$ cat config.mk
export PLATFORM = sky130hd
export DESIGN_NAME = svna_norm
export DESIGN_NICKNAME = d
export VERILOG_FILES = /design/src/hdl/svna_pkg.sv /design/src/hdl/svna_norm.sv
export SDC_FILE = /design/constraint.sdc
export NUM_CORES = 2
export LEC_CHECK = 0
export ABC_CLOCK_PERIOD_IN_PS = 12700
export CAP_MARGIN = 20
export CELL_PAD_IN_SITES_DETAIL_PLACEMENT = 0
export CELL_PAD_IN_SITES_GLOBAL_PLACEMENT = 1
export CORE_MARGIN = 4
export CORE_UTILIZATION = 52
export DETAILED_ROUTE_END_ITERATION = 10
export DONT_BUFFER_PORTS = 1
export PLACE_DENSITY_LB_ADDON = 0.1
export SLEW_MARGIN = 30
export SYNTH_ARGS = -nofsm -noshare
export SYNTH_HDL_FRONTEND = slang
export SYNTH_SLANG_ARGS = --single-unit
$ cat constraint.sdc
create_clock -name clock -period 12.7 [get_ports clock]
set_input_delay 1.27 -clock clock [delete_from_list [all_inputs] [get_ports clock]]
set_output_delay 1.27 -clock clock [all_outputs]
set_load 0.02 [all_outputs]
$ cat src/hdl/svna_pkg.sv
// shared types and codes for the smooth vertex normal accumulator
package svna_pkg;

   localparam logic [1:0] KIND_WRITE = 2'd0;
   localparam logic [1:0] KIND_TRI   = 2'd1;
   localparam logic [1:0] KIND_READ  = 2'd2;
   localparam logic [1:0] KIND_SPARE = 2'd3;

   typedef struct packed {
      logic [1:0]         kind;
      logic [9:0]         vertex_index;
      logic signed [15:0] pos_x;
      logic signed [15:0] pos_y;
      logic signed [15:0] pos_z;
      logic [9:0]         corner_a;
      logic [9:0]         corner_b;
      logic [9:0]         corner_c;
   } svna_req_type;

   typedef struct packed {
      logic [9:0]         out_index;
      logic signed [15:0] norm_x;
      logic signed [15:0] norm_y;
      logic signed [15:0] norm_z;
      logic               degenerate;
   } svna_rsp_type;

   typedef enum logic [1:0] {
      OP_WRITE,
      OP_TRI,
      OP_READ,
      OP_READ_BAD
   } svna_op_type;

   typedef struct packed {
      svna_op_type        op;
      logic [9:0]         index;
      logic signed [15:0] pos_x;
      logic signed [15:0] pos_y;
      logic signed [15:0] pos_z;
      logic [9:0]         corner_a;
      logic [9:0]         corner_b;
      logic [9:0]         corner_c;
   } svna_cmd_type;

   typedef struct packed {
      logic               valid;
      logic               degenerate;
      logic signed [15:0] nx;
      logic signed [15:0] ny;
      logic signed [15:0] nz;
   } svna_nres_type;

endpackage

$ cat src/hdl/svna_norm.sv
// iterative vector normalizer: shift search, sum of squares, root, divide
module svna_norm (
   input  logic                   clock,
   input  logic                   reset,
   input  logic                   start,
   input  logic signed [63:0]     vec_x,
   input  logic signed [63:0]     vec_y,
   input  logic signed [63:0]     vec_z,
   output svna_pkg::svna_nres_type res
);
   import svna_pkg::*;

   typedef enum logic [2:0] {
      N_IDLE,
      N_SHIFT,
      N_SQ,
      N_SQRT,
      N_PREP,
      N_DIV,
      N_OUT
   } nstate_type;

   localparam logic [62:0] T38 = 63'(1) << 38;
   localparam logic [62:0] T30 = 63'(1) << 30;
   localparam logic [62:0] T29 = 63'(1) << 29;
   localparam logic [62:0] T22 = 63'(1) << 22;

   nstate_type    state_ff;
   logic [62:0]   m_ff [3];
   logic          neg_ff [3];
   logic [1:0]    step_ff;
   logic [59:0]   sq_ff;
   logic [61:0]   x_ff, root_ff, bit_ff;
   logic [44:0]   rem_ff [3];
   logic [14:0]   q_ff [3];
   logic [3:0]    k_ff;
   svna_nres_type res_ff;
   logic [62:0]   mx;
   logic [61:0]   trial;
   logic [45:0]   dshift;
   logic signed [63:0] vin [3];

   assign res   = res_ff;
   assign vin[0] = vec_x;
   assign vin[1] = vec_y;
   assign vin[2] = vec_z;
   assign trial  = root_ff + bit_ff;
   assign dshift = 46'(root_ff[30:0]) << k_ff;

   always_comb begin
      mx = m_ff[0];
      if (m_ff[1] > mx) begin
         mx = m_ff[1];
      end
      if (m_ff[2] > mx) begin
         mx = m_ff[2];
      end
   end

   always_ff @(posedge clock) begin
      if (reset) begin
         state_ff     <= N_IDLE;
         res_ff.valid <= 1'b0;
      end else begin
         res_ff.valid <= 1'b0;
         case (state_ff)
            N_IDLE: begin
               if (start) begin
                  for (int i = 0; i < 3; i++) begin
                     neg_ff[i] <= vin[i] < 0;
                     m_ff[i]   <= vin[i] < 0 ? 63'(-vin[i]) : 63'(vin[i]);
                  end
                  state_ff <= N_SHIFT;
               end
            end
            N_SHIFT: begin
               // bring the largest magnitude into [2^29, 2^30)
               if (mx == 63'd0) begin
                  res_ff.valid      <= 1'b1;
                  res_ff.degenerate <= 1'b1;
                  res_ff.nx         <= '0;
                  res_ff.ny         <= '0;
                  res_ff.nz         <= '0;
                  state_ff          <= N_IDLE;
               end else if (mx >= T38) begin
                  for (int i = 0; i < 3; i++) m_ff[i] <= m_ff[i] >> 8;
               end else if (mx >= T30) begin
                  for (int i = 0; i < 3; i++) m_ff[i] <= m_ff[i] >> 1;
               end else if (mx < T22) begin
                  for (int i = 0; i < 3; i++) m_ff[i] <= m_ff[i] << 8;
               end else if (mx < T29) begin
                  for (int i = 0; i < 3; i++) m_ff[i] <= m_ff[i] << 1;
               end else begin
                  step_ff  <= 2'd0;
                  x_ff     <= '0;
                  state_ff <= N_SQ;
               end
            end
            N_SQ: begin
               if (step_ff != 2'd3) begin
                  sq_ff <= m_ff[step_ff][29:0] * m_ff[step_ff][29:0];
               end
               if (step_ff != 2'd0) begin
                  x_ff <= x_ff + 62'(sq_ff);
               end
               if (step_ff == 2'd3) begin
                  root_ff  <= '0;
                  bit_ff   <= 62'(1) << 60;
                  state_ff <= N_SQRT;
               end
               step_ff <= step_ff + 2'd1;
            end
            N_SQRT: begin
               // one result bit per beat of the digit recurrence
               if (x_ff >= trial) begin
                  x_ff    <= x_ff - trial;
                  root_ff <= (root_ff >> 1) + bit_ff;
               end else begin
                  root_ff <= root_ff >> 1;
               end
               bit_ff <= bit_ff >> 2;
               if (bit_ff[0]) begin
                  state_ff <= N_PREP;
               end
            end
            N_PREP: begin
               for (int i = 0; i < 3; i++) begin
                  rem_ff[i] <= {1'b0, m_ff[i][29:0], 14'd0} + 45'(root_ff[30:1]);
                  q_ff[i]   <= '0;
               end
               k_ff     <= 4'd14;
               state_ff <= N_DIV;
            end
            N_DIV: begin
               for (int i = 0; i < 3; i++) begin
                  if (46'(rem_ff[i]) >= dshift) begin
                     rem_ff[i]     <= rem_ff[i] - dshift[44:0];
                     q_ff[i][k_ff] <= 1'b1;
                  end
               end
               k_ff <= k_ff - 4'd1;
               if (k_ff == 4'd0) begin
                  state_ff <= N_OUT;
               end
            end
            N_OUT: begin
               res_ff.valid      <= 1'b1;
               res_ff.degenerate <= 1'b0;
               res_ff.nx <= neg_ff[0] ? -16'(q_ff[0]) : 16'(q_ff[0]);
               res_ff.ny <= neg_ff[1] ? -16'(q_ff[1]) : 16'(q_ff[1]);
               res_ff.nz <= neg_ff[2] ? -16'(q_ff[2]) : 16'(q_ff[2]);
               state_ff  <= N_IDLE;
            end
            default: begin
               state_ff <= N_IDLE;
            end
         endcase
      end
   end

endmodule

==> results by group <==
Setup path
  • Worst R2R Path Depth: 28
  • Worst Path Max Fanout: 17
  • Worst stage delay on the critical path: 0.82 ns
  • CP Class: flip-flop to flip-flop
  • Critical-path top delay cell: clkinv_1
  • Startpoint types: flip-flop
  • Terminus of the critical flop-to-flop path: sq_ff[57]
  • Cell mode on critical path: fa_1
  • Req. time, crit path: 13.23 ns
  • Data arrival, critical path: 10.77 ns
  • Crit end category: flip-flop
  • R2R Setup Slk: 2.46 ns

Route
  • Vias per cell: 6.41
  • DRT Wirelength: 318000 µm
  • DRT antenna net count: 0
  • Routed len/inst: 26.9 µm
  • DRT iter0 DRCs: 7816
  • Drt first pass iters: 6
  • Via count: 75800
  • Remaining DRCs: 0

Placement
  • Detailed Place HPWL: 247000 µm
  • Cell Area, Placed: 87900 µm²
  • Placed cells: 11700
  • GP Congestion: 0.988
  • IO Port Bufs: 0

Floorplan
  • Row count: 148
  • IO Pins: 245
  • Die area: 172000 µm²
  • Starting density of the core: 0.525
  • Die Ht: 414 µm
  • Die width: 414 µm
  • CORE AREA: 163000 µm²

Synth
  • Yosys top cell by area: edfxtp_1
  • Mapped Avg Cell Area: 8.73 µm²
  • Netlist Area Pre-Place: 85800 µm²
  • Dominant synthesized flop cell: edfxtp_1
  • Cell count after synthesis: 9830
  • Yosys reg bits: 647
  • Library cells used by synthesis: 99
  • Post-synth top cells: inv_1 (995), nor2_1 (981), nand2_1 (801)
  • Syn nets: 11500
  • Synth top area share: 0.224
  • Most frequent cell after synthesis: inv_1
  • Yosys Warn Count: 0
  • Ys async rst share: 0
  • Register area share after synthesis: 0.226
  • Number of synthesized flops with an enable pin: 641
  • Largest cells by area after synthesis: edfxtp_1 (22%), fa_1 (16%), ha_1 (11%)

Cells and area
  • Share of cells above drive strength 1: 0.0473
  • Fin area: 90800 µm²
  • Area Growth Syn to Fin: 5.82%
  • Layout filler cell count: 15300
  • Non-filler cells, final: 11800
  • Nets: 11200

Clock tree
  • Insertion delay to the later sink of the worst-skew pair: 0.73 ns
  • CTS sink count: 647
  • Clk slew on worst S/H paths: 0.06 ns
  • H-tree depth: 3
  • CTS tree: built
  • Root buffer cell: clkbuf_16
  • Post-CTS Setup Bufs: 0
  • Post-CTS Hold Fix Bufs: 0
  • CTS buffer count: 85
  • CTS resizes: 0
  • Clock buffer depth: 3

Timing
  • Slew headroom: 0.208
  • Hold Violations, Final: 0
  • Fin crit share: 0.806
  • Max Slew Vio Count: 0
  • Final min period: 10.24 ns
  • Setup-failing EPs final: 0
  • Maximum clock frequency: 0.0977 GHz
  • Slew @ Worst Pin: 1.18 ns
  • Final setup TNS: 0 ns
  • RSZ-0062 raised after global routing: no
  • Clock Skew: 0.0620 ns

Min path
  • Hold Path End: bit_ff[42]
  • Hold path depth: 1
  • Hold WC Path Type: flip-flop to flip-flop
  • Hold Startpoint: bit_ff[44]

Status
  • Outcome: completed

Global routing
  • Global-route usage over all layers: 0.361
  • Pin count of the biggest net entering global routing: 168
  • Overflow after GRT: 0
  • Initial antenna violation count: 10
  • First-pass GRT wire length: 476000 µm
  • Vias in the first global route: 74400

Job
  • MaxCap Viol Count: 0
[worst max-delay path, delay by kind of cell, from the launching register on]
| kind | cells | cell delay, ns |
|---|---|---|
| adder cells (fa/ha/maj) | 9 | 4.42 |
| flip-flops | 1 | 0.66 |
| buffers and inverters | 7 | 1.80 |
| AND/OR/NAND/NOR | 4 | 1.14 |
| AO/OA/AOI/OAI | 7 | 1.90 |
| multiplexers | 1 | 0.19 |
[cell families (layout without fill, tap and decap cells)]
family                   count (synthesis)  count (layout)  synth area share
XOR/XNOR                               694             694            0.0708
AO/OA/AOI/OAI                         2512            2512             0.190
adder cells (fa/ha/maj)               1455            1455             0.274
flip-flops                             647             647             0.226
buffers and inverters                 1509            1314            0.0679
AND/OR/NAND/NOR                       2890            2890             0.155
other                                    0               1                 0
multiplexers                           123             123            0.0168
[metal layers]
metal / wire length (µm) / vias up / GRT usage
met1: 129000 / 37100 / 0.478
met3: 28000 / 734 / 0.0709
met2: 142000 / 3588 / 0.570
li1: - / 34300 / -
met5: 41 / - / 0
met4: 18300 / 6 / 0.171
[metrics by stage]
step	util	hold WS [ns]	worst slack (ns)
final	0.556	0.617	2.46
after global routing	0.556	0.582	1.97
after CTS	0.556	0.557	2.58
after detailed placement	0.538	0.604	2.58
after global placement	0.538	0.601	2.59
after floorplan	-	0.563	1.85
[layout make-up]
class	instances	area, µm²	share of cell area
antenna	1	2.50	0.0000276
clock buffer	101	2190	0.0241
clock inverter	51	624	0.00688
inverter	1009	3790	0.0417
multi-input combinational	7674	60800	0.670
sequential	647	19400	0.213
tap	2175	2720	0.0300
timing repair buffer	153	1260	0.0138
[flip-flops by register name (all words and copies together) (netlist names), named ones only]
register,flops
bit_ff,31
res,50
m_ff,189
root_ff,62
step_ff,2
sq_ff,59
rem_ff,135
neg_ff,3
x_ff,62
state_ff,3
q_ff,45
k_ff,4
[cells in the final DEF, fill, tap and decap left out, types with 38 or more instances in the layout]
| cell type | n |
|---|---|
| inv_1 | 989 |
| buf_4 | 145 |
| nand3_1 | 161 |
| nor4_1 | 79 |
| mux2i_1 | 87 |
| nand4_1 | 116 |
| or2_2 | 46 |
| edfxtp_1 | 641 |
| nor3_1 | 270 |
| o21bai_1 | 82 |
| o21ai_0 | 487 |
| fa_1 | 702 |
| a211oi_1 | 219 |
| nor2b_1 | 71 |
| xnor2_1 | 435 |
| xor2_1 | 259 |
| o22ai_1 | 61 |
| o21a_1 | 66 |
| or3_1 | 61 |
| o41ai_1 | 38 |
| o31ai_1 | 102 |
| and3_1 | 84 |
| a31oi_1 | 105 |
| a21oi_1 | 662 |
| o32ai_1 | 143 |
| clkbuf_16 | 85 |
| ha_1 | 753 |
| nand2b_1 | 64 |
| nand2_1 | 797 |
| a21o_1 | 235 |
| nor2_1 | 976 |
[how the worst max path moves through the flow]
stage | slack (ns) | cells after the start | end
floorplan | 1.85 | 24 | x_ff[0]
global placement | 2.59 | 27 | sq_ff[57]
detailed placement | 2.58 | 28 | sq_ff[59]
CTS | 2.58 | 28 | sq_ff[59]
global route | 1.97 | 28 | sq_ff[57]
finish | 2.46 | 28 | sq_ff[57]
Power is left out: the tool's default activity adds up to more than one toggle a clock period on the data nets, which glitch-free logic cannot reach.
