--- src/hdl/svna_pkg.sv ---
// shared types and codes for the smooth vertex normal accumulator
package svna_pkg;

   localparam logic [1:0] KIND_WRITE = 2'd0;
   localparam logic [1:0] KIND_TRI   = 2'd1;
   localparam logic [1:0] KIND_READ  = 2'd2;
   localparam logic [1:0] KIND_SPARE = 2'd3;

   typedef struct packed {
      logic [1:0]         kind;
      logic [9:0]         vertex_index;
      logic signed [15:0] pos_x;
      logic signed [15:0] pos_y;
      logic signed [15:0] pos_z;
      logic [9:0]         corner_a;
      logic [9:0]         corner_b;
      logic [9:0]         corner_c;
   } svna_req_type;

   typedef struct packed {
      logic [9:0]         out_index;
      logic signed [15:0] norm_x;
      logic signed [15:0] norm_y;
      logic signed [15:0] norm_z;
      logic               degenerate;
   } svna_rsp_type;

   typedef enum logic [1:0] {
      OP_WRITE,
      OP_TRI,
      OP_READ,
      OP_READ_BAD
   } svna_op_type;

   typedef struct packed {
      svna_op_type        op;
      logic [9:0]         index;
      logic signed [15:0] pos_x;
      logic signed [15:0] pos_y;
      logic signed [15:0] pos_z;
      logic [9:0]         corner_a;
      logic [9:0]         corner_b;
      logic [9:0]         corner_c;
   } svna_cmd_type;

   typedef struct packed {
      logic               valid;
      logic               degenerate;
      logic signed [15:0] nx;
      logic signed [15:0] ny;
      logic signed [15:0] nz;
   } svna_nres_type;

endpackage

--- src/hdl/svna_front.sv ---
// front end: takes request beats, checks indices and queues commands
module svna_front #(
   parameter int MAX_VERTICES = 1024
) (
   input  logic                  clock,
   input  logic                  reset,
   input  logic                  enable,
   input  logic                  req_valid,
   output logic                  req_ready,
   input  svna_pkg::svna_req_type req_data,
   output logic                  q_valid,
   output svna_pkg::svna_cmd_type q_cmd,
   input  logic                  q_pop
);
   import svna_pkg::*;

   localparam logic [16:0] Lim = 17'(MAX_VERTICES);

   svna_cmd_type entry_ff [2];
   logic         wr_ptr_ff, rd_ptr_ff;
   logic [1:0]   count_ff, count_in;
   svna_cmd_type cmd_in;
   logic         push_ok, push_en, pop_en, accept;
   logic         idx_ok, a_ok, b_ok, c_ok;

   assign idx_ok = 17'(req_data.vertex_index) < Lim;
   assign a_ok   = 17'(req_data.corner_a) < Lim;
   assign b_ok   = 17'(req_data.corner_b) < Lim;
   assign c_ok   = 17'(req_data.corner_c) < Lim;

   always_comb begin
      cmd_in.index    = req_data.vertex_index;
      cmd_in.pos_x    = req_data.pos_x;
      cmd_in.pos_y    = req_data.pos_y;
      cmd_in.pos_z    = req_data.pos_z;
      cmd_in.corner_a = req_data.corner_a;
      cmd_in.corner_b = req_data.corner_b;
      cmd_in.corner_c = req_data.corner_c;
      cmd_in.op       = OP_WRITE;
      push_ok         = 1'b0;
      case (req_data.kind)
         KIND_WRITE: begin
            push_ok = idx_ok;
         end
         KIND_TRI: begin
            cmd_in.op = OP_TRI;
            push_ok   = a_ok && b_ok && c_ok;
         end
         KIND_READ: begin
            cmd_in.op = idx_ok ? OP_READ : OP_READ_BAD;
            push_ok   = 1'b1;
         end
         default: begin
            push_ok = 1'b0;
         end
      endcase
   end

   assign req_ready = enable && (count_ff != 2'd2);
   assign accept    = req_valid && req_ready;
   assign push_en   = accept && push_ok;
   assign q_valid   = count_ff != 2'd0;
   assign pop_en    = q_pop && q_valid;
   assign q_cmd     = entry_ff[rd_ptr_ff];
   assign count_in  = count_ff + 2'(push_en) - 2'(pop_en);

   always_ff @(posedge clock) begin
      if (push_en) begin
         entry_ff[wr_ptr_ff] <= cmd_in;
      end
      if (reset) begin
         wr_ptr_ff <= 1'b0;
         rd_ptr_ff <= 1'b0;
         count_ff  <= 2'd0;
      end else begin
         if (push_en) begin
            wr_ptr_ff <= ~wr_ptr_ff;
         end
         if (pop_en) begin
            rd_ptr_ff <= ~rd_ptr_ff;
         end
         count_ff <= count_in;
      end
   end

endmodule

--- config.mk ---
export PLATFORM = sky130hd
export DESIGN_NAME = svna_front
export DESIGN_NICKNAME = d
export VERILOG_FILES = /design/src/hdl/svna_pkg.sv /design/src/hdl/svna_front.sv
export SDC_FILE = /design/constraint.sdc
export NUM_CORES = 1
export LEC_CHECK = 0
export BUFFER_PORTS_ARGS = -buffer_cell sky130_fd_sc_hd__clkbuf_2
export CAP_MARGIN = 20
export CORE_MARGIN = 2
export CORE_UTILIZATION = 48
export CTS_CLUSTER_SIZE = 40
export DETAILED_ROUTE_END_ITERATION = 7
export GPL_TIMING_DRIVEN = 0
export PLACE_DENSITY = 0.7
export SYNTH_ARGS = -nofsm -noshare
export SYNTH_HDL_FRONTEND = slang
export SYNTH_SLANG_ARGS = --single-unit
export TNS_END_PERCENT = 1
--- constraint.sdc ---
create_clock -name clock -period 6.6 [get_ports clock]
set_input_delay 0.33 -clock clock [delete_from_list [all_inputs] [get_ports clock]]
set_output_delay 0.33 -clock clock [all_outputs]
set_load 0.05 [all_outputs]
==> impl_metrics.env, run 1 <==
export IMPL_status="completed"
export IMPL_syn_nets=407
export IMPL_clk_pin_slew_ps=70
export IMPL_ir_worst_vdd_mv=0.2185
export IMPL_vias=3496
export IMPL_synth_ff_latch_count=185
export IMPL_nets=617
export IMPL_tns_ps=0
export IMPL_diodes=0
export IMPL_slowest_delay_ps=730
export IMPL_switching_power_mw=1.312
export IMPL_clkSinkCount=185
export IMPL_gr_total_overflow=0
export IMPL_io_buffers=186
export IMPL_clock_skew_ps=6.936
export IMPL_finalHoldViolations=0
export IMPL_path_cells="nand2b_2, nand4_4, nor2_4, buf_12"
export IMPL_fp_dieW_um=126.7
export IMPL_clockPowerShare_pct=26.1
export IMPL_grt_antenna_before_repair=1
export IMPL_fp_coreArea_um2=14640
export IMPL_hold_buffers=0
export IMPL_switching_share_pct=35.49
export IMPL_p_seq_share_pct=37.7
export IMPL_drt_iter0_drc=226
export IMPL_synthCells=310
export IMPL_powerDensity_nw_per_um2=407.9
export IMPL_ctsLongestPathBuffers=2
export IMPL_cts_resized=0
export IMPL_pwr_share_comb_pct=36.2
export IMPL_num_rows=44
export IMPL_yosysUniqueCellTypes=18
export IMPL_avgSynthCellArea_um2=23.30
export IMPL_cts_setup_buffers=0
export IMPL_whs_ps=94.66
export IMPL_worstPathRequired_ps=6710
export IMPL_cp_slowest_cell="nor2_4"
export IMPL_viasPerCell=4.876
export IMPL_total_power_mw=3.698
export IMPL_htreeDepth=4
export IMPL_wire_per_inst_um=17.24
export IMPL_layout_commonest_cell="clkbuf_2"
export IMPL_min_path_type="input port to register"
export IMPL_place_congestion=0.7037
export IMPL_cp_data_arrival_time_ps=2180
export IMPL_drc=0
export IMPL_root_buffer="clkbuf_16"
export IMPL_drv_slew=0
export IMPL_cp_end_kind="register"
export IMPL_cts_made_buffers=17
export IMPL_final_cell_mix="clkbuf_2 (186), edfxtp_1 (180), mux2_4 (91), clkbuf_16 (17), buf_12 (14)"
export IMPL_grt_pass1_vias=3721
export IMPL_cts_tree="yes"
export IMPL_yosysWarnings=0
export IMPL_routed_wl_mm=12.36
export IMPL_tightestPinTransition_ps=904.8
export IMPL_dr_pass1_iters=4
export IMPL_cp_max_fo=32
export IMPL_period_share_pct=31.37
export IMPL_grt_usage_pct=15.73
export IMPL_setup_viol=0
export IMPL_rsz0062_at_grt="false"
export IMPL_worstSkewPairLatency_ps=420
export IMPL_intPower_mw=2.385
export IMPL_drive_gt1_share_pct=61.35
export IMPL_synth_area_um2=7223
export IMPL_power_leakage_nw=3.571
export IMPL_drv_cap=0
export IMPL_dp_hpwl_mm=8.636
export IMPL_critPathKind="register to register"
export IMPL_start_util_pct=49.33
export IMPL_ys_seq_area_share_pct=76.22
export IMPL_startpoint_type="register"
export IMPL_die_h_um=126.7
export IMPL_fmax_mhz=482.9
export IMPL_dieArea_um2=16050
export IMPL_relSlewSlack_pct=39.54
export IMPL_ios=187
export IMPL_postRouteAntennaNets=0
export IMPL_syn2layout_area_growth_pct=25.50
export IMPL_grt_start_max_net_pins=33
export IMPL_fillers=1074
export IMPL_grt_pass1_wl_mm=18.93
export IMPL_layout_min_cycle_time_ps=2071
[stage by stage]
| stage | std cells | setup WS, ps | cell area [µm²] | util, % |
|---|---|---|---|---|
| detailed placement | 685 | 4452 | 8499 | 58.04 |
| global route | 717 | 4350 | 9065 | 61.90 |
| finish | 717 | 4529 | 9065 | 61.90 |
| global placement | 680 | -446.9 | 8384 | 57.25 |
| CTS | 717 | 4456 | 9065 | 61.90 |
| floorplan | 310 | 1690 | 7223 | - |
[worst max-delay path: cells and delay by family, from the launching register on]
family                 cells  cell delay (ps)
AND/OR/NAND/NOR            3             1070
buffers and inverters      1              300
flip-flops                 1              370
[per-layer routing]
metal / share of wire (%) / GRT usage [%] / up-vias
li1: - / - / 1655
met1: 42 / 18.68 / 1699
met2: 49 / 26.36 / 128
met3: 7.3 / 5.230 / 14
met4: 1.8 / 6.917 / 0
met5: 0 / 0 / -
[synth_stat cells (all sizes together)]
cell,instances,area share [%]
ha,2,0.35
xor2,1,0.12
nand2,1,0.052
and2,2,0.17
dfxtp,5,1.4
edfxtp,180,75
nand4,1,0.29
mux2,91,19
o21a,1,0.10
nor3,1,0.069
xnor2,1,0.12
nor2,7,0.36
buf,10,2.7
nor2b,3,0.26
or2,1,0.087
nand2b,1,0.12
inv,2,0.10
[sequential cells by signal, indices dropped and copies added, names as in the netlist, named ones only]
signal / count
rd_ptr_ff: 1
count_ff: 2
entry_ff: 180
wr_ptr_ff: 1
[area by class of cell]
cell class / count / area [µm²] / share of cell area [%]
clock inverter: 15 / 140.1 / 1.546
clock buffer: 17 / 425.4 / 4.693
buffer: 10 / 191.4 / 2.112
timing repair buffer: 191 / 1031 / 11.37
tap: 184 / 230.2 / 2.540
inverter: 2 / 7.507 / 0.08282
sequential: 185 / 5505 / 60.73
multi-input combinational: 113 / 1534 / 16.92
[kinds of logic (layout without fill, tap and decap cells)]
logic type / count (synthesis) / after routing / synth area share, %
fa+ha+maj: 2 / 2 / 0.3464
mux: 91 / 91 / 18.92
compound gates: 1 / 1 / 0.1040
simple gates: 17 / 17 / 1.420
xor+xnor: 2 / 2 / 0.2426
buf+inv: 12 / 235 / 2.754
flops: 185 / 185 / 76.22
[power by group through the flow]
stage / clock (mW) / sequential [mW] / combinational [mW]
2_1_floorplan: 0 / 1.43 / 1.10
3_3_place_gp: 0 / 1.43 / 1.33
3_5_place_dp: 0 / 1.42 / 1.35
4_1_cts: 0.990 / 1.40 / 1.36
5_1_grt: 1.04 / 1.40 / 1.40
6_report: 0.964 / 1.40 / 1.34
[final timing paths]
path,from,to,slack [ps],cells past startpoint
worst min register to register,rd_ptr_ff,rd_ptr_ff,520,2
worst min-delay path,req_data[58],entry_ff[0][58],90,1
worst max-delay path,count_ff[0],entry_ff[1][80],4530,4
worst max register to register,count_ff[0],entry_ff[1][80],4530,4
Power figures use the tool's default switching activity.
==> run 2, diff against run 1 <==
Clock period 6.6 ns to 2.16 ns, I/O delays scaled along.
==> run 2 against run 1 <==
Effect of this change:
- cell area is 10% higher
- worst hold slack got worse by 60 ps
- clock power increased to 3.2 times the previous value
- critical path depth unchanged
- wire length grew 4.8%
- combinational power grew to 3.2 times the previous value
==> impl_metrics.env, run 2 (synthesis gave the netlist of run 1 again) <==
export IMPL_hold_end="entry_ff[1][88]"
export IMPL_cp_end_kind="register"
export IMPL_ios=187
export IMPL_root_buffer="clkbuf_16"
export IMPL_tns_ps=0
export IMPL_ctsLongestPathBuffers=2
export IMPL_dr_pass1_iters=6
export IMPL_drc=0
export IMPL_place_congestion=0.7206
export IMPL_startpoint_type="register"
export IMPL_gr_total_overflow=0
export IMPL_clk_pin_slew_ps=60
export IMPL_grt_usage_pct=16.45
export IMPL_tightestPinTransition_ps=888.8
export IMPL_grt_pass1_vias=4074
export IMPL_reg_top3="entry_ff x180, count_ff x2"
export IMPL_critPathKind="register to register"
export IMPL_top_register="entry_ff"
export IMPL_wire_per_inst_um=16.12
export IMPL_worst_r2r_setup_slack_ps=160
export IMPL_power_leakage_nw=3.947
export IMPL_cts_made_buffers=17
export IMPL_drt_iter0_drc=190
export IMPL_drive_gt1_share_pct=52.42
export IMPL_final_cell_mix="clkbuf_2 (186), edfxtp_1 (180), mux2_4 (91), dlygate4sd3_1 (90), clkbuf_16 (17)"
export IMPL_viasPerCell=4.799
export IMPL_cts_tree="yes"
export IMPL_diodes=0
export IMPL_setup_slack_ps=158.6
export IMPL_ir_worst_vdd_mv=0.6328
export IMPL_min_path_type="input port to register"
export IMPL_htreeDepth=4
export IMPL_hold_path_depth=2
export IMPL_fmax_mhz=499.7
export IMPL_clkSinkCount=185
export IMPL_nets=706
export IMPL_num_rows=44
export IMPL_die_h_um=126.7
export IMPL_largest_register_ffs=180
export IMPL_grt_pass1_wl_mm=19.78
export IMPL_fp_dieW_um=126.7
export IMPL_dieArea_um2=16050
export IMPL_routed_wl_mm=12.96
export IMPL_status="completed"
export IMPL_io_buffers=186
export IMPL_period_share_pct=92.66
export IMPL_grt_start_max_net_pins=33
export IMPL_vias=3858
export IMPL_relSlewSlack_pct=40.61
export IMPL_finalHoldViolations=0
export IMPL_setup_viol=0
export IMPL_powerDensity_nw_per_um2=1159
export IMPL_dp_hpwl_mm=7.968
export IMPL_final_util_pct=68.07
export IMPL_fp_coreArea_um2=14640
export IMPL_dp_slack_ps=103.4
export IMPL_clock_skew_ps=7.114
export IMPL_r2r_end="entry_ff[0][36]"
export IMPL_cp_max_fo=32
export IMPL_drv_cap=0
export IMPL_postRouteAntennaNets=0
export IMPL_total_power_mw=11.55
export IMPL_cp_data_arrival_time_ps=2110
export IMPL_rsz0062_at_grt="false"
export IMPL_layout_commonest_cell="clkbuf_2"
export IMPL_rr_startpoint="count_ff[0]"
export IMPL_drv_slew=0
export IMPL_start_util_pct=49.33
export IMPL_layout_min_cycle_time_ps=2001
export IMPL_worstPathRequired_ps=2270
export IMPL_grt_antenna_before_repair=0
export IMPL_syn2layout_area_growth_pct=38.00
export IMPL_worstSkewPairLatency_ps=420
export IMPL_reg2reg_depth=4
export IMPL_cts_resized=0
export IMPL_hp_start="req_data[89]"
run 2: cell count changes in the layout (fill, tap and decap cells not counted), moves of 2 or more:
cell           change
bufinv_16          +2
inv_6              -3
inv_8              -2
dlygate4sd3_1     +90
run 2: final cells by class:
| class | instances | area [µm²] |
|---|---|---|
| Clock inverter | 12 | 152.6 |
| Multi-Input combinational cell | 113 | 1539 |
| Tap cell | 184 | 230.2 |
| Buffer | 10 | 191.4 |
| Inverter | 2 | 7.507 |
| Sequential cell | 185 | 5507 |
| Fill cell | 960 | 4676 |
| Timing Repair Buffer | 280 | 1912 |
| Clock buffer | 18 | 429.2 |
run 2: where the power goes:
part           total (mW)  leakage (nW)  switching (mW)  internal (mW)
sequential           4.27          1.68          0.0757           4.20
clock                3.05         0.276            1.25           1.80
combinational        4.23          1.99            2.64           1.59
run 2: worst max-delay path, stage by stage (launching register included):
cell and delay [ps]:
dfxtp_2 360, nand2b_4 150, nand4_4 150, nor2_4 720
buf_12 300
run 2: worst max path at each step:
stage | start | end | slack, ps | cells past startpoint
after floorplan | count_ff[0] | entry_ff[0][0] | -220 | 3
after global placement | count_ff[0] | entry_ff[0][76] | -970 | 3
after detailed placement | count_ff[0] | entry_ff[0][33] | 100 | 4
after CTS | count_ff[0] | entry_ff[0][36] | 80 | 4
after global routing | count_ff[0] | entry_ff[0][36] | 20 | 4
final | count_ff[0] | entry_ff[0][36] | 160 | 4
run 2: metrics by stage:
stage | cells | cell area (µm²) | hold slack (ps)
6_report | 804 | 9968 | 34.87
5_1_grt | 804 | 9968 | 21.04
4_1_cts | 804 | 9968 | 12.17
3_5_place_dp | 684 | 8486 | 300.5
3_3_place_gp | 680 | 8406 | 296.7
2_1_floorplan | 310 | 7244 | 172.2
run 2: timing repair:
| action | in CTS | in global routing |
|---|---|---|
| buffers inserted | 0 | 0 |
| hold buffers | 90 | 0 |
| endpoints found under the setup margin | 0 | 6 |
| hold endpoints to repair | 182 | 0 |
run 2: per-layer routing:
| layer | track usage (%) | wire length, µm | up-vias |
|---|---|---|---|
| met5 | 0 | 0 | - |
| met4 | 6.593 | 224 | 0 |
| met3 | 5.146 | 781 | 16 |
| met2 | 28.01 | 6651 | 130 |
| met1 | 19.64 | 5304 | 1891 |
| li1 | - | - | 1821 |
